==> src/rtl/core/cnsc_pkg.sv <==
`timescale 1ns / 1ps

package cnsc_pkg;

    // request opcodes
    localparam logic [1:0] OP_START = 2'd0;
    localparam logic [1:0] OP_TICK  = 2'd1;
    localparam logic [1:0] OP_RESP  = 2'd2;

    // result kinds
    localparam logic [1:0] KIND_SDO  = 2'd0;
    localparam logic [1:0] KIND_NMT  = 2'd1;
    localparam logic [1:0] KIND_DONE = 2'd2;

    // configuration register indexes
    localparam logic [1:0] CFG_FIRST_ID = 2'd0;
    localparam logic [1:0] CFG_LAST_ID  = 2'd1;
    localparam logic [1:0] CFG_TIMEOUT  = 2'd2;
    localparam logic [1:0] CFG_ATTEMPTS = 2'd3;

    localparam int CFG_DATA_W = 16;

    // reset values of the configuration registers
    localparam logic [6:0]  FIRST_ID_RST = 7'd1;
    localparam logic [6:0]  LAST_ID_RST  = 7'd127;
    localparam logic [15:0] TIMEOUT_RST  = 16'd100;
    localparam logic [3:0]  ATTEMPTS_RST = 4'd3;

    // CANopen identifiers and payload bytes
    localparam logic [10:0] SDO_RX_BASE     = 11'h600;
    localparam logic [10:0] NMT_COB_ID      = 11'h000;
    localparam logic [7:0]  SDO_UPLOAD_CMD  = 8'h40;
    localparam logic [7:0]  NMT_CMD_START   = 8'h01;
    localparam logic [3:0]  SDO_LEN         = 4'd8;
    localparam logic [3:0]  NMT_LEN         = 4'd2;
    localparam logic [15:0] OBJ_DEVICE_TYPE = 16'h1000;
    localparam logic [15:0] OBJ_ERROR_REG   = 16'h1001;
    localparam logic [15:0] OBJ_IDENTITY    = 16'h1018;

    localparam logic [7:0] FOUND_MAX = 8'd255;

    typedef struct packed {
        logic [1:0] opcode;
        logic [6:0] responder_id;
    } in_item_t;

    typedef struct packed {
        logic [1:0]  result_kind;
        logic [10:0] frame_id;
        logic [3:0]  frame_len;
        logic [63:0] frame_data;
        logic [7:0]  found_total;
        logic [6:0]  probe_node;
        logic        last;
    } out_item_t;

    // object index rotates with attempt mod 3
    function automatic logic [15:0] probe_object(input logic [3:0] attempt);
        logic [15:0] obj;
        case (attempt)
            4'd0, 4'd3, 4'd6, 4'd9, 4'd12, 4'd15: obj = OBJ_DEVICE_TYPE;
            4'd1, 4'd4, 4'd7, 4'd10, 4'd13:       obj = OBJ_ERROR_REG;
            default:                              obj = OBJ_IDENTITY;
        endcase
        return obj;
    endfunction

    function automatic out_item_t make_sdo(input logic [6:0] node,
                                           input logic [3:0] attempt,
                                           input logic [7:0] found);
        out_item_t   r;
        logic [15:0] obj;
        obj           = probe_object(attempt);
        r.result_kind = KIND_SDO;
        r.frame_id    = SDO_RX_BASE + {4'd0, node};
        r.frame_len   = SDO_LEN;
        r.frame_data  = {40'd0, obj[15:8], obj[7:0], SDO_UPLOAD_CMD};
        r.found_total = found;
        r.probe_node  = node;
        r.last        = 1'b0;
        return r;
    endfunction

    function automatic out_item_t make_nmt(input logic [6:0] node,
                                           input logic [7:0] found);
        out_item_t r;
        r.result_kind = KIND_NMT;
        r.frame_id    = NMT_COB_ID;
        r.frame_len   = NMT_LEN;
        r.frame_data  = {48'd0, 1'b0, node, NMT_CMD_START};
        r.found_total = found;
        r.probe_node  = node;
        r.last        = 1'b0;
        return r;
    endfunction

    function automatic out_item_t make_done(input logic [7:0] found);
        out_item_t r;
        r.result_kind = KIND_DONE;
        r.frame_id    = '0;
        r.frame_len   = '0;
        r.frame_data  = '0;
        r.found_total = found;
        r.probe_node  = '0;
        r.last        = 1'b0;
        return r;
    endfunction

endpackage

==> src/rtl/core/cnsc_result_queue.sv <==
`timescale 1ns / 1ps

module cnsc_result_queue (
    input  logic                aclk,
    input  logic                aresetn,
    input  logic [1:0]          push_cnt,
    input  cnsc_pkg::out_item_t push0,
    input  cnsc_pkg::out_item_t push1,
    output logic                room_for_two,
    output logic                m_valid,
    input  logic                m_ready,
    output cnsc_pkg::out_item_t m_data
);
    import cnsc_pkg::*;

    out_item_t   slot_reg [4];
    logic [1:0]  wr_ptr_reg, wr_ptr_next;
    logic [1:0]  rd_ptr_reg, rd_ptr_next;
    logic [2:0]  count_reg, count_next;
    logic        pop;

    assign pop          = m_valid && m_ready;
    assign m_valid      = (count_reg != 3'd0);
    assign m_data       = slot_reg[rd_ptr_reg];
    assign room_for_two = (count_reg < 3'd3);

    always_comb begin
        wr_ptr_next = wr_ptr_reg + push_cnt;
        rd_ptr_next = rd_ptr_reg + {1'b0, pop};
        count_next  = count_reg + {1'b0, push_cnt} - {2'b0, pop};
    end

    always_ff @(posedge aclk) begin
        if (!aresetn) begin
            wr_ptr_reg <= '0;
            rd_ptr_reg <= '0;
            count_reg  <= '0;
        end else begin
            wr_ptr_reg <= wr_ptr_next;
            rd_ptr_reg <= rd_ptr_next;
            count_reg  <= count_next;
        end
    end

    always_ff @(posedge aclk) begin
        if (push_cnt != 2'd0) begin
            slot_reg[wr_ptr_reg] <= push0;
        end
        if (push_cnt == 2'd2) begin
            slot_reg[wr_ptr_reg + 2'd1] <= push1;
        end
    end

endmodule

==> src/rtl/core/canopen_node_scan_sequencer.sv <==
`timescale 1ns / 1ps
// results are written into the result queue when their request is accepted and are offered on the m_ side from there
// one request per cycle while s_ready is high; a request with two results queues both, offered one after the other
// the input side stalls only when the four-entry result queue has room for fewer than two
// reset: aresetn synchronous, active low; clears scan state and the result queue,
// configuration registers return to first 1, last 127, timeout 100, attempts 3

module canopen_node_scan_sequencer (
    input  logic                        aclk,
    input  logic                        aresetn,
    // configuration write port
    input  logic                        cfg_wr_en,
    input  logic [1:0]                  cfg_index,
    input  logic [cnsc_pkg::CFG_DATA_W-1:0] cfg_wdata,
    // request channel
    input  logic                        s_valid,
    output logic                        s_ready,
    input  cnsc_pkg::in_item_t          s_data,
    // result channel
    output logic                        m_valid,
    input  logic                        m_ready,
    output cnsc_pkg::out_item_t         m_data
);
    import cnsc_pkg::*;

    // configuration registers
    logic [6:0]  first_id_reg;
    logic [6:0]  last_id_reg;
    logic [15:0] timeout_reg;
    logic [3:0]  attempts_reg;

    // scan state
    logic        active_reg,  active_next;
    logic [7:0]  node_reg,    node_next;
    logic [3:0]  attempt_reg, attempt_next;
    logic [15:0] elapsed_reg, elapsed_next;
    logic [7:0]  found_reg,   found_next;

    logic        s_accept;
    logic        room_for_two;
    logic [7:0]  node_inc;
    logic [3:0]  attempt_inc;
    logic [16:0] elapsed_inc;
    logic [1:0]  push_cnt;
    out_item_t   res0, res1;

    assign s_ready  = room_for_two;
    assign s_accept = s_valid && s_ready;

    always_ff @(posedge aclk) begin
        if (!aresetn) begin
            first_id_reg <= FIRST_ID_RST;
            last_id_reg  <= LAST_ID_RST;
            timeout_reg  <= TIMEOUT_RST;
            attempts_reg <= ATTEMPTS_RST;
        end else if (cfg_wr_en) begin
            case (cfg_index)
                CFG_FIRST_ID: first_id_reg <= cfg_wdata[6:0];
                CFG_LAST_ID:  last_id_reg  <= cfg_wdata[6:0];
                CFG_TIMEOUT:  timeout_reg  <= cfg_wdata[15:0];
                CFG_ATTEMPTS: attempts_reg <= cfg_wdata[3:0];
                default: ;
            endcase
        end
    end

    // one pass of the scan step: next state plus up to two results
    always_comb begin
        active_next  = active_reg;
        node_next    = node_reg;
        attempt_next = attempt_reg;
        elapsed_next = elapsed_reg;
        found_next   = found_reg;
        push_cnt     = 2'd0;
        res0         = '0;
        res1         = '0;

        node_inc    = node_reg + 8'd1;
        attempt_inc = attempt_reg + 4'd1;
        elapsed_inc = {1'b0, elapsed_reg} + 17'd1;

        if (s_accept) begin
            case (s_data.opcode)
                OP_START: begin
                    // a start while scanning simply restarts
                    active_next  = 1'b1;
                    node_next    = {1'b0, first_id_reg};
                    attempt_next = '0;
                    elapsed_next = '0;
                    found_next   = '0;
                end
                OP_TICK: begin
                    if (active_reg) begin
                        if (elapsed_inc > {1'b0, timeout_reg}) begin
                            if (attempt_inc >= attempts_reg) begin
                                // attempts used up: move to the next node
                                attempt_next = '0;
                                node_next    = node_inc;
                                if (node_inc > {1'b0, last_id_reg}) begin
                                    active_next  = 1'b0;
                                    node_next    = '0;
                                    elapsed_next = '0;
                                    res0         = make_done(found_reg);
                                    push_cnt     = 2'd1;
                                end else begin
                                    // new node: sdo read then nmt start
                                    elapsed_next = '0;
                                    res0         = make_sdo(node_inc[6:0], 4'd0, found_reg);
                                    res1         = make_nmt(node_inc[6:0], found_reg);
                                    push_cnt     = 2'd2;
                                end
                            end else begin
                                // retry the same node with the next object
                                attempt_next = attempt_inc;
                                elapsed_next = '0;
                                res0         = make_sdo(node_reg[6:0], attempt_inc, found_reg);
                                push_cnt     = 2'd1;
                            end
                        end else begin
                            elapsed_next = elapsed_inc[15:0];
                        end
                    end
                end
                OP_RESP: begin
                    if (active_reg && (s_data.responder_id >= first_id_reg)
                        && (s_data.responder_id <= last_id_reg)) begin
                        if (found_reg != FOUND_MAX) begin
                            found_next = found_reg + 8'd1;
                        end
                        // the probed node answered: advance without a frame
                        if ({1'b0, s_data.responder_id} == node_reg) begin
                            attempt_next = '0;
                            node_next    = node_inc;
                            elapsed_next = '0;
                            if (node_inc > {1'b0, last_id_reg}) begin
                                active_next = 1'b0;
                                node_next   = '0;
                                res0        = make_done(found_next);
                                push_cnt    = 2'd1;
                            end
                        end
                    end
                end
                default: ;
            endcase
        end

        // flag the final result of this request
        if (push_cnt == 2'd1) begin
            res0.last = 1'b1;
        end
        if (push_cnt == 2'd2) begin
            res1.last = 1'b1;
        end
    end

    always_ff @(posedge aclk) begin
        if (!aresetn) begin
            active_reg  <= 1'b0;
            node_reg    <= '0;
            attempt_reg <= '0;
            elapsed_reg <= '0;
            found_reg   <= '0;
        end else begin
            active_reg  <= active_next;
            node_reg    <= node_next;
            attempt_reg <= attempt_next;
            elapsed_reg <= elapsed_next;
            found_reg   <= found_next;
        end
    end

    // results wait here so the request side keeps flowing
    cnsc_result_queue u_result_queue (
        .aclk         (aclk),
        .aresetn      (aresetn),
        .push_cnt     (push_cnt),
        .push0        (res0),
        .push1        (res1),
        .room_for_two (room_for_two),
        .m_valid      (m_valid),
        .m_ready      (m_ready),
        .m_data       (m_data)
    );

endmodule
==> config.mk <==
export PLATFORM = sky130hd
export DESIGN_NAME = canopen_node_scan_sequencer
export DESIGN_NICKNAME = d
export VERILOG_FILES = /design/src/rtl/core/cnsc_pkg.sv /design/src/rtl/core/cnsc_result_queue.sv /design/src/rtl/core/canopen_node_scan_sequencer.sv
export SDC_FILE = /design/constraint.sdc
export NUM_CORES = 1
export LEC_CHECK = 0
export BUFFER_PORTS_ARGS = -buffer_cell sky130_fd_sc_hd__buf_4
export CORE_ASPECT_RATIO = 0.6
export CORE_MARGIN = 5
export CORE_UTILIZATION = 41
export DETAILED_ROUTE_END_ITERATION = 10
export SYNTH_ARGS = -nofsm -noshare
export SYNTH_HDL_FRONTEND = slang
export SYNTH_SLANG_ARGS = --single-unit
==> constraint.sdc <==
create_clock -name aclk -period 13.6 [get_ports aclk]
set_input_delay 0 -clock aclk [delete_from_list [all_inputs] [get_ports aclk]]
set_output_delay 0 -clock aclk [all_outputs]
set_load 0.02 [all_outputs]
# Yosys cells after proc, flatten, opt, wreduce, memory -nomap -nowiden
# Memory sizes are Yosys's and may differ from the RTL's. A register that Yosys moved wholly into a read port is not among the register bits.
# Cells that the tools add are included.
dict set report word_totals {
  out_inout_bits 99
  register_bits 78
  ramBits 388
  mem_bits_ro 48
  memories 2
  word_cells 125
  input_bits 32
}
# name words word_bits rd rd_ports_with_merged_regs wr line
set mem_list {}
lappend mem_list {u_result_queue.slot_reg 4 97 1 1 2 cnsc_result_queue.sv:16} ;# out_item_t slot_reg [4];
lappend mem_list {{(name not given)} 16 3 1 0 0 cnsc_pkg.sv:60} ;# case (attempt)
dict set report classes {
  n_lt_le_gt_ge 6
  addsub 11
  n_mux 60
  n_reduce_logical 19
  eq_ne 15
}
# cell n
set op_table {}
lappend op_table {{two-way mux 97 bit} 8}
lappend op_table {{two-way mux 96 bit} 6}
lappend op_table {{case mux 97 bit (2 select lines)} 1}
lappend op_table {{two-way mux 16 bit} 4}
lappend op_table {{two-way mux 8 bit} 8}
lappend op_table {{case mux 16 bit (3 select lines)} 1}
lappend op_table {{case mux 8 bit (3 select lines)} 1}
lappend op_table {{adder 10 x 8 -> 11 bit, first input constant} 2}
lappend op_table {{two-way mux 4 bit} 5}
lappend op_table {{adder 16 x 1 -> 17 bit, second input constant} 1}
lappend op_table {{> comparator 17 x 16 -> 1 bit} 1}
lappend op_table {{adder 8 x 1 -> 8 bit, second input constant} 2}
lappend op_table {{two-way mux 1 bit} 16}
lappend op_table {{case mux 8 bit (2 select lines)} 1}
lappend op_table {{two-way mux 2 bit} 6}
lappend op_table {{inequality test 2 bit, second input constant} 6}
lappend op_table {{case mux 4 bit (3 select lines)} 1}
lappend op_table {{AND reduction 5 bit} 2}
lappend op_table {{== test 2 bit, second input constant} 4}
lappend op_table {{== test 7 x 8 -> 1 bit} 1}
lappend op_table {{> comparator 8 x 7 -> 1 bit} 1}
lappend op_table {{inequality test 8 bit, second input constant} 1}
lappend op_table {{AND reduction 2 bit} 4}
lappend op_table {{greater-or-equal comparator 7 bit} 1}
lappend op_table {{19 further kinds} 27}

# Logic depth before layout (Yosys ltp)
# Gate-level depths: netlist (run 1).
dict set report depth {
  word_depth 11
  mapped_depth 22
  ltp_nobuf 21
}

# Cells and area by module
# A second synthesis (run 1) with hierarchy kept.
dict set report unflattened {
  hier_cells 1673
  area_unflattened_um2 24200.7
}
# mod cells_each area_each_um2 n_inst seq_area_each_um2
set modules_own_cells {}
lappend modules_own_cells {cnsc_result_queue 984 19032.0 1 11791.3}
lappend modules_own_cells {canopen_node_scan_sequencer 689 5168.7 1 1421.4}

# Least setup slack after synthesis (run 1)
# No wires, ideal clock.
dict set report synth_path {
  kind {flip-flop to flip-flop}
  from {reg elapsed_reg[0]}
  to {reg u_result_queue.count_reg[2]}
  path_buffers 1
  stages_incl_launch_ff 21
  slack_ns 8.924
  arrival_time_ns 4.561
  setup_time_ns 0.115
  t_required_ns 13.485
  period_less_slack_ns 4.676
  cell_sequence {dfxtp_1 ha_1 and3_1 buf_2 nand4_1 nor2_1 and3_1 nand3_1 xnor2_1 ha_1 nand3_1 or3_1 o32a_1 a211oi_4 nor4_4 inv_2 ha_1 fa_1 xor2_1 xnor2_1 and2_1}
}
dict set report synth_via {
  elab_chain_cells 8
}
# item line
set synth_lines {}
lappend synth_lines {{from (decl)} canopen_node_scan_sequencer.sv:36} ;# logic [15:0] elapsed_reg, elapsed_next;
lappend synth_lines {{from (signal assigned)} canopen_node_scan_sequencer.sv:168} ;# elapsed_reg <= elapsed_next;
lappend synth_lines {{adder 16 x 1 -> 17 bit} canopen_node_scan_sequencer.sv:80} ;# elapsed_inc = {1'b0, elapsed_reg} + 17'd1;
lappend synth_lines {{> comparator 17 x 16 -> 1 bit} canopen_node_scan_sequencer.sv:94} ;# if (elapsed_inc > {1'b0, timeout_reg}) begin
lappend synth_lines {{two-way mux 2 bit} canopen_node_scan_sequencer.sv:94}
lappend synth_lines {{two-way mux 2 bit} canopen_node_scan_sequencer.sv:93} ;# if (active_reg) begin
lappend synth_lines {{case mux 2 bit (2 select lines)} canopen_node_scan_sequencer.sv:83} ;# case (s_data.opcode)
lappend synth_lines {{two-way mux 2 bit} canopen_node_scan_sequencer.sv:82} ;# if (s_accept) begin
lappend synth_lines {{adder 3 x 2 -> 3 bit} cnsc_result_queue.sv:30} ;# count_next = count_reg + {1'b0, push_cnt} - {2'b0, pop};
lappend synth_lines {{subtractor 3 x 1 -> 3 bit} cnsc_result_queue.sv:30}
lappend synth_lines {{to (signal assigned)} cnsc_result_queue.sv:41} ;# count_reg <= count_next;
lappend synth_lines {{to (decl)} cnsc_result_queue.sv:19} ;# logic [2:0] count_reg, count_next;
# Every way passes these cells.
# A chain may end at the register's enable or synchronous reset.

==> results of run 1 <==
## area by class of cell
type	instances	area (µm²)	share of cell area (%)
Multi-Input combinational cell	800	5746	43.26
Sequential cell	210	5166	38.90
Timing Repair Buffer	109	883.3	6.652
Clock buffer	26	565.5	4.259
Tap cell	375	469.2	3.533
Inverter	71	266.5	2.007
Clock inverter	14	183.9	1.385
## worst reg2reg max path, stage by stage, from the launching register on
cell,delay [ps]
dfxtp_1,430
ha_1,260
and3_1,300
nand4_1,230
nor2_1,300
and3_1,290
nand3_1,120
xnor2_1,160
ha_1,310
nand3_1,110
or3_1,410
o32a_1,380
a211oi_4,750
a2111oi_4,110
o21ai_1,160
buf_4,300
o31a_1,420
inv_1,560
## cell usage in the layout, fill, tap and decap left out, types with 33 or more instances in the layout
| master | netlist | routed |
|---|---|---|
| dfxtp_1 | 114 | 113 |
| nand2_1 | 111 | 111 |
| edfxtp_1 | 96 | 96 |
| buf_4 | 67 | 83 |
| nor2_1 | 70 | 70 |
| inv_1 | 66 | 66 |
| conb_1 | 1 | 58 |
| ha_1 | 56 | 56 |
| o21ai_0 | 47 | 47 |
| o22ai_1 | 38 | 38 |
| mux4_2 | 33 | 33 |
## through the flow
step / hold WS, ps / instance area (µm²) / worst slack, ps
after global placement: 247.5 / 12270 / 7913
after CTS: 30.27 / 13280 / 7597
after detailed placement: 256.6 / 12270 / 7644
final: 57.42 / 13280 / 7537
after floorplan: 125.1 / 11960 / 8924
after global routing: 59.25 / 13280 / 7122
## metal layers
layer	global-route usage [%]	vias to the layer above	wire [µm]
met4	3.276	4	466
met1	31.16	4386	16280
met5	0	-	27
li1	-	4220	-
met3	3.382	45	2413
met2	26.31	352	12900
## final timing paths
kind | end | slack, ps
max | u_result_queue.slot_reg[2][12] | 7540
min | active_reg | 60
max reg2reg | u_result_queue.slot_reg[2][12] | 7540
min reg2reg | u_result_queue.slot_reg[0][87] | 460
## cells by family (layout without fill, tap and decap cells)
kind of cell	count (synthesis)	after routing	share of synthesized area [%]
adder cells (fa/ha/maj)	57	57	6.137
multiplexers	42	42	7.107
buffers and inverters	201	220	8.940
AO/OA/AOI/OAI	273	273	16.87
XOR/XNOR	38	38	2.898
AND/OR/NAND/NOR	332	332	14.03
flip-flops	210	210	43.99
other	1	58	0.03194
## power by group
| part | switching, mW | total, mW | internal, mW | leakage [nW] |
|---|---|---|---|---|
| Combinational | 0.231 | 0.402 | 0.170 | 3.00 |
| Sequential | 0.0143 | 0.682 | 0.668 | 1.91 |
| Clock | 0.264 | 0.640 | 0.376 | 0.364 |
==> impl_metrics.csv, run 1 <==
group,metric,value,unit
sta,timing_hold_violations_final,0,
yosys,synth.top_cells.by_area,"edfxtp_1 25%, dfxtp_1 19%, mux4_2 6.3%",
yosys,syn_avg_cell_area,10.18,µm²
yosys,yosysTopAreaCellShare,24.55,%
sta,finalSetupViolCount,0,
yosys,ys_warn_count,0,
cells_and_area,post-route-util,46.65,%
place,port_buffers,72,
clock_network,clk_pin_slew,60,ps
routing,antenna_left,0,
floorplanning,die-width,228.5,µm
clock_network,cts_tree,"built",
routing,drtPass1Iterations,5,
yosys,synth_ff_type,"dfxtp_1",
clock_network,worstSkewPairLatency,530,ps
routing,dr_total_vias,9007,
setup_path,crit_type,"flip-flop to flip-flop",
yosys,synth_edf_count,96,
setup_path,crit_buf_inv,2,
worst_hold_path,hold_depth,4,
sta,rsz0062_at_grt,"false",
sta,worst_pin_slew,1289,ps
routing,drc,0,
setup_path,crit_chain,"ha_1 > and3_1 > nand4_1 > nor2_1 > and3_1 > nand3_1 > xnor2_1 > ha_1 > nand3_1 > or3_1 > o32a_1 > a211oi_4 > a2111oi_4 > o21ai_1 > buf_4 > o31a_1 > inv_1",
yosys,synth_common_cells,"114 x dfxtp_1, 111 x nand2_1, 96 x edfxtp_1, 70 x nor2_1, 67 x buf_4",
cells_and_area,stdcell_count,1605,
setup_path,r2r_cells,17,
global_route,grt_pass1_vias,8339,
clock_network,htree_levels,1,
setup_path,slowest_stage,"a211oi_4",
cells_and_area,antenna_cells,0,
floorplanning,start_util,41.25,%
setup_path,cp-startpoint,"elapsed_reg[0]",
yosys,syn_inst,1154,
sta,clock_skew,31.43,ps
routing,viasPerCell,5.612,
yosys,yosys.area.top_type,"edfxtp_1",
floorplanning,die_h,141.1,µm
routing,wl_per_cell,19.99,µm
global_route,grt_pass1_wl,49.22,mm
cells_and_area,fillCellCount,2675,
sta,drv_slew,0,
setup_path,critPathRequiredTime,13680,ps
clock_network,clockBufferDepth,3,
yosys,ys_seq_elements,210,
cells_and_area,nets,1303,
floorplanning,io_pins,131,
run,drv_cap,0,
floorplanning,fp-row-count,48,
worst_hold_path,hp-class,"input port to flip-flop",
sta,fmax,164.9,MHz
setup_path,worstPathArrival,6140,ps
yosys,ys_seq_area_share,43.99,%
place,routabilityCongestion,0.8434,
yosys,async_flop_share,0,%
power_and_ir_drop,peakVddDrop,0.06952,mV
place,dp_hpwl,22.62,mm
cells_and_area,final_layout_size_suffix_gt1_share,14.47,%
yosys,synth_most_common_cell,"dfxtp_1",
clock_network,hold_buffers,26,
clock_network,post-cts-setup-buffers,0,
power_and_ir_drop,total_leakage_power,5.276,nW
setup_path,crit_path_end_kind,"flip-flop",
cells_and_area,largest_reg_flops,132,
setup_path,cp.depth,17,
clock_network,cts_sinks,210,
cells_and_area,syn2layout_area_growth,13.10,%
floorplanning,core_area,28470,µm²
place,dp.cells,1539,
clock_network,cts_resized,0,
sta,slew_headroom,13.96,%
setup_path,startpoint_type,"flip-flop",
power_and_ir_drop,totalPowerFinal,1.724,mW
sta,layout_min_cycle_time,6063,ps
global_route,grt_use_total,19.09,%
setup_path,slowest_delay,750,ps
routing,wl,32.08,mm
clock_network,clockRootBuffer,"clkbuf_16",
routing,drt_iter0_drc,964,
yosys,netlist_area,11740,µm²
setup_path,crit_family,"compound AO/OA/AOI/OAI gates",
power_and_ir_drop,power-per-cell-area,129.8,nW/µm²
sta,tns,0,ps
floorplanning,die_area,32240,µm²
global_route,antenna_found_initial,1,
worst_hold_path,min_from,"s_data[8]",
run_status,outcome,"completed",
yosys,yosysUniqueCellTypes,80,
setup_path,path_max_fanout,24,
global_route,grt_overflow,0,
setup_path,timing.rr.start,"elapsed_reg[0]",
global_route,grt_max_degree,75,
clock_network,cts_buffers,22,
sta,min_period_over_period,44.58,%
Note: power is estimated with default switching activity, not from simulation.
==> run 2: changes to the inputs <==
Clock period 13.6 ns to 5.65 ns, I/O delays scaled along.
==> run 2 against run 1 <==
Register-to-register slack worse by 7200 ps. Critical path depth is 4 higher. Design area is 0.51% higher. Hold slack worse by 19 ps. Clock skew is 22 ps lower. Count of clock-buffer cells in the layout is 4 higher. Die area stayed put. Routed wire length is 1.5% higher. Critical path type unchanged. Largest cell class unchanged.
==> impl_metrics.csv, run 2 (synthesized netlist as in run 1, its figures left out) <==
group,metric,value,unit
run,drv_cap,0,
floorplanning,die-width,228.5,µm
power_and_ir_drop,total_leakage_power,5.326,nW
setup_path,startpoint_type,"flip-flop",
global_route,grt_pass1_vias,8450,
cells_and_area,final_common_cell,"dfxtp_1",
setup_path,timing.rr.start,"elapsed_reg[0]",
global_route,grt_pass1_wl,50.23,mm
clock_network,clockRootBuffer,"clkbuf_16",
cells_and_area,antenna_cells,0,
setup_path,crit_family,"simple AND/OR/NAND/NOR gates",
power_and_ir_drop,power-per-cell-area,306.9,nW/µm²
floorplanning,die_h,141.1,µm
power_and_ir_drop,totalPowerFinal,4.096,mW
setup_path,cp-startpoint,"elapsed_reg[0]",
global_route,grt_use_total,19.53,%
cells_and_area,nets,1317,
floorplanning,die_area,32240,µm²
cells_and_area,post-route-util,46.89,%
worst_hold_path,hp-class,"input port to flip-flop",
clock_network,htree_levels,1,
clock_network,cts_sinks,210,
sta,finalSetupViolCount,0,
place,dp_hpwl,22.84,mm
setup_path,crit_chain,"ha_1 > and3_1 > nand4_1 > nor2_1 > and3_1 > nand3_1 > xnor2_1 > ha_1 > nand3_1 > or3_1 > o32a_1 > a211oi_4 > nand3b_1 > and2_1 > inv_1 > ha_1 > inv_1 > fa_1 > xor2_1 > xnor2_1 > and2_1",
clock_network,cts_tree,"built",
power_and_ir_drop,peakVddDrop,0.1659,mV
setup_path,crit_path_end_kind,"flip-flop",
sta,slew_headroom,24.38,%
clock_network,clockBufferDepth,3,
global_route,grt_overflow,0,
setup_path,critPathRequiredTime,6060,ps
global_route,antenna_found_initial,0,
setup_path,path_max_fanout,7,
sta,min_period_over_period,93.23,%
sta,worst_pin_slew,1126,ps
routing,viasPerCell,5.595,
routing,antenna_left,0,
cells_and_area,syn2layout_area_growth,13.67,%
sta,fmax,189.8,MHz
setup_path,slowest_stage,"a211oi_4",
sta,rsz0062_at_grt,"false",
setup_path,crit_buf_inv,2,
floorplanning,start_util,41.25,%
routing,drc,0,
cells_and_area,multiInputGateArea,5743,µm²
worst_hold_path,min_from,"cfg_wr_en",
sta,clock_skew,9.595,ps
setup_path,worstPathArrival,5680,ps
routing,wl,32.56,mm
routing,wl_per_cell,20.11,µm
global_route,grt_max_degree,75,
place,routabilityCongestion,0.8228,
routing,drtPass1Iterations,5,
sta,drv_slew,0,
cells_and_area,largest_reg_flops,132,
routing,drt_iter0_drc,993,
cells_and_area,final_cell_mix,"113 x dfxtp_1, 111 x nand2_1, 98 x buf_4, 96 x edfxtp_1, 70 x nor2_1",
cells_and_area,fillCellCount,2690,
clock_network,cts_buffers,22,
floorplanning,core_area,28470,µm²
floorplanning,io_pins,131,
sta,timing_hold_violations_final,0,
run_status,outcome,"completed",
cells_and_area,final_layout_size_suffix_gt1_share,15.19,%
place,port_buffers,72,
setup_path,slowest_delay,510,ps
clock_network,worstSkewPairLatency,520,ps
clock_network,post-cts-setup-buffers,0,
cells_and_area,seqCellArea,5166,µm²
setup_path,cp_common_cell,"ha_1",
clock_network,clk_pin_slew,60,ps
sta,tns,0,ps
sta,layout_min_cycle_time,5268,ps
setup_path,crit_type,"flip-flop to flip-flop",
floorplanning,fp-row-count,48,
routing,dr_total_vias,9058,
run 2: changes by cell type in the layout (fill, tap and decap cells not counted):
cell           delta
and3b_1           -1
and3b_2           +1
buf_4            +15
bufinv_16         -1
clkbuf_1          +4
clkinv_2          -2
clkinv_4          +1
clkinvlp_4        -1
dlygate4sd3_1     -1
inv_6             -1
o21ai_1           +1
o21ai_2           -1
run 2: cell type report:
cell class	instances	area share, %
multi-input combinational	800	43.03
sequential	210	38.70
timing repair buffer	123	7.387
clock buffer	30	4.349
tap	375	3.515
inverter	71	1.997
clock inverter	10	1.022
run 2: tightest hold or removal path, cell delays in order:
cell and delay [ps]:
buf_4 120, nand3_1 230, mux2i_1 120, nand2_1 60
run 2: layer usage:
metal / vias up / track usage, % / wire length, µm
met2: 357 / 27.24 / 13330
met1: 4427 / 31.64 / 16390
met4: 0 / 2.513 / 344
met5: - / 0 / 0
li1: 4245 / - / -
met3: 29 / 3.965 / 2489
run 2: repair_timing:
action / 4_1_cts / 5_1_grt
endpoints found under the setup margin: 0 / 13
gates resized for setup: 0 / 1
endpoints found under the hold margin: 35 / 0
hold buffers: 25 / 0
run 2: report_power, final:
part	switching [mW]	total [mW]	internal, mW
clock network	0.619	1.48	0.862
registers	0.0315	1.64	1.61
logic	0.562	0.976	0.413
run 2: worst paths after layout:
kind	depth (start not counted)	slack [ps]	end
setup / recovery	21	380	u_result_queue.count_reg[2]
hold / removal	4	40	attempts_reg[0]
setup reg to reg	21	380	u_result_queue.count_reg[2]
hold reg to reg	2	450	u_result_queue.slot_reg[0][90]
run 2: through the flow:
step           instance area (µm²)  setup WS [ps]  instances  hold slack (ps)
4_1_cts                      13350          285.5       1619            28.92
3_3_place_gp                 12380          559.4       1554            251.2
2_1_floorplan                11960          973.7       1211            125.1
6_report                     13350          382.4       1619            38.35
5_1_grt                      13350          55.02       1619            75.34
3_5_place_dp                 12380          382.4       1554            258.0
==> run 3: changes to the inputs <==
Settings changed: MAX_ROUTING_LAYER set to met4.
==> run 3 against run 2 <==
Die area unchanged. Count of clock-buffer cells in the layout unchanged. Hold slack worse by 0.55 ps. Non-clock buffer count unchanged. Flip-flop and latch count unchanged. Via count down 0.60%. Largest power group unchanged. Combinational power about the same. Sequential share of layout area unchanged. Cell count unchanged. Design area unchanged. Setup slack worse by 5.9 ps.
==> impl_metrics.csv, run 3 (synthesized netlist as in run 1, its figures left out) <==
group,metric,value,unit
floorplanning,die_area,32240,µm²
cells_and_area,final_layout_size_suffix_gt1_share,15.19,%
setup_path,r2r_cells,21,
setup_path,crit_path_end_kind,"flip-flop",
cells_and_area,fillCellCount,2690,
sta,worst_pin_slew,1150,ps
cells_and_area,final_common_cell,"dfxtp_1",
cells_and_area,syn2layout_area_growth,13.67,%
routing,dr_total_vias,9004,
sta,finalSetupViolCount,0,
cells_and_area,largest_reg_flops,132,
power_and_ir_drop,pwr-share-seq,40.1,%
sta,clock_skew,12.98,ps
cells_and_area,post-route-util,46.89,%
power_and_ir_drop,totalPowerFinal,4.093,mW
sta,fmax,189.6,MHz
setup_path,slowest_delay,510,ps
sta,rsz0062_at_grt,"false",
clock_network,cts_tree,"built",
setup_path,startpoint_type,"flip-flop",
global_route,grt_pass1_vias,8448,
routing,drt_iter0_drc,978,
cells_and_area,final_cell_mix,"113 x dfxtp_1, 111 x nand2_1, 98 x buf_4, 96 x edfxtp_1, 70 x nor2_1",
power_and_ir_drop,peakVddDrop,0.1627,mV
setup_path,r2r_end,"u_result_queue.count_reg[2]",
routing,drc,0,
setup_path,slowest_stage,"a211oi_4",
routing,wl_per_cell,20.12,µm
floorplanning,io_pins,131,
place,routabilityCongestion,0.8352,
run,drv_cap,0,
cells_and_area,multiInputGateArea,5743,µm²
sta,drv_slew,0,
floorplanning,die_h,141.1,µm
power_and_ir_drop,swShare,29.55,%
routing,antenna_left,0,
sta,layout_min_cycle_time,5273,ps
run_status,outcome,"completed",
power_and_ir_drop,p_int,2.883,mW
global_route,grt_overflow,0,
cells_and_area,antenna_cells,0,
power_and_ir_drop,power-per-cell-area,306.6,nW/µm²
setup_path,setup.worst_path.end,"u_result_queue.count_reg[2]",
routing,viasPerCell,5.561,
power_and_ir_drop,clkPwrFrac,36.1,%
clock_network,clockRootBuffer,"clkbuf_16",
floorplanning,start_util,41.25,%
power_and_ir_drop,total_leakage_power,5.326,nW
place,dp_hpwl,22.84,mm
cells_and_area,nets,1317,
power_and_ir_drop,power.net_switching,1.210,mW
routing,drtPass1Iterations,5,
floorplanning,die-width,228.5,µm
setup_path,crit_type,"flip-flop to flip-flop",
setup_path,r2r_slack,380,ps
setup_path,cp-startpoint,"elapsed_reg[0]",
setup_path,path_max_fanout,7,
cells_and_area,seqCellArea,5166,µm²
clock_network,post-cts-setup-buffers,0,
global_route,grt_use_total,20.10,%
power_and_ir_drop,pwr-share-comb,23.9,%
sta,timing_hold_violations_final,0,
clock_network,worstSkewPairLatency,520,ps
sta,slew_headroom,22.76,%
clock_network,clk_pin_slew,60,ps
clock_network,htree_levels,1,
setup_path,worstPathArrival,5680,ps
global_route,grt_max_degree,75,
clock_network,cts_buffers,22,
floorplanning,core_area,28470,µm²
floorplanning,fp-row-count,48,
worst_hold_path,hp-class,"input port to flip-flop",
setup_path,timing.rr.start,"elapsed_reg[0]",
global_route,grt_pass1_wl,50.20,mm
global_route,antenna_found_initial,0,
routing,wl,32.57,mm
setup_path,critPathRequiredTime,6050,ps
sta,tns,0,ps
clock_network,clockBufferDepth,3,
place,port_buffers,72,
clock_network,cts_sinks,210,
setup_path,cp_common_cell,"ha_1",
sta,min_period_over_period,93.34,%
setup_path,crit_chain,"ha_1 > and3_1 > nand4_1 > nor2_1 > and3_1 > nand3_1 > xnor2_1 > ha_1 > nand3_1 > or3_1 > o32a_1 > a211oi_4 > nand3b_1 > and2_1 > inv_1 > ha_1 > inv_1 > fa_1 > xor2_1 > xnor2_1 > and2_1",
[run 3: cell counts in the layout (fill, tap and decap cells not counted)]
Identical to the previous run, type by type.
[run 3: power by group through the flow]
stage               Combinational [mW]  Sequential, mW  Clock (mW)
floorplan                        0.691            1.66           0
CTS                              0.988            1.64        1.50
global placement                 0.967            1.67           0
finish                           0.978            1.64        1.48
global route                      1.06            1.64        1.57
detailed placement               0.970            1.67           0
[run 3: final cells by class]
cell class	instances	share of cell area [%]
tap	375	3.515
clock inverter	10	1.022
inverter	71	1.997
clock buffer	30	4.349
timing repair buffer	123	7.387
sequential	210	38.70
multi-input combinational	800	43.03
[run 3: what timing repair did]
action,in CTS,in global routing
hold buffers,25,0
hold endpoints to repair,35,0
endpoints found under the setup margin,0,13
resized for setup,0,1
[run 3: metrics by stage]
step                      worst slack, ps  hold slack (ps)  cells  instance area (µm²)
after floorplan                     973.7            125.1   1211                11960
after global placement              559.4            251.2   1554                12380
final                               376.5            37.79   1619                13350
after global routing                55.01            75.33   1619                13350
after detailed placement            382.4            258.0   1554                12380
after CTS                           285.5            28.92   1619                13350
[run 3: per-layer routing]
layer  vias to the layer above  part of all wire [%]  GRT usage, %  routed length, µm
li1                       4241                     -             -                  -
met1                      4386                    50         31.56              16260
met2                       350                    41         27.30              13310
met3                        27                   8.2         3.965               2672
met4                         0                   1.0         2.513                327
met5                         -                     0             -                  0
[run 3: worst min-delay path by stage]
stage          slack (ps)  depth (start not counted)          from              end
3_5_place_dp          260                          3  cfg_wdata[4]   last_id_reg[4]
4_1_cts                30                          4     cfg_wr_en  attempts_reg[0]
2_1_floorplan         130                          2  cfg_wdata[0]  attempts_reg[0]
5_1_grt                80                          4     cfg_wr_en  attempts_reg[0]
3_3_place_gp          250                          3  cfg_wdata[4]   last_id_reg[4]
6_report               40                          4     cfg_wr_en  attempts_reg[0]
[run 3: critical path: cells and delay by family, from the launching register on]
family / cells / cell delay [ps]
adders and majority gates: 4 / 940
DFF: 1 / 420
AOI/OAI and AO/OA: 2 / 890
and+or+nand+nor: 10 / 2310
xor gates and xnor gates: 3 / 430
buffers and inverters: 2 / 170
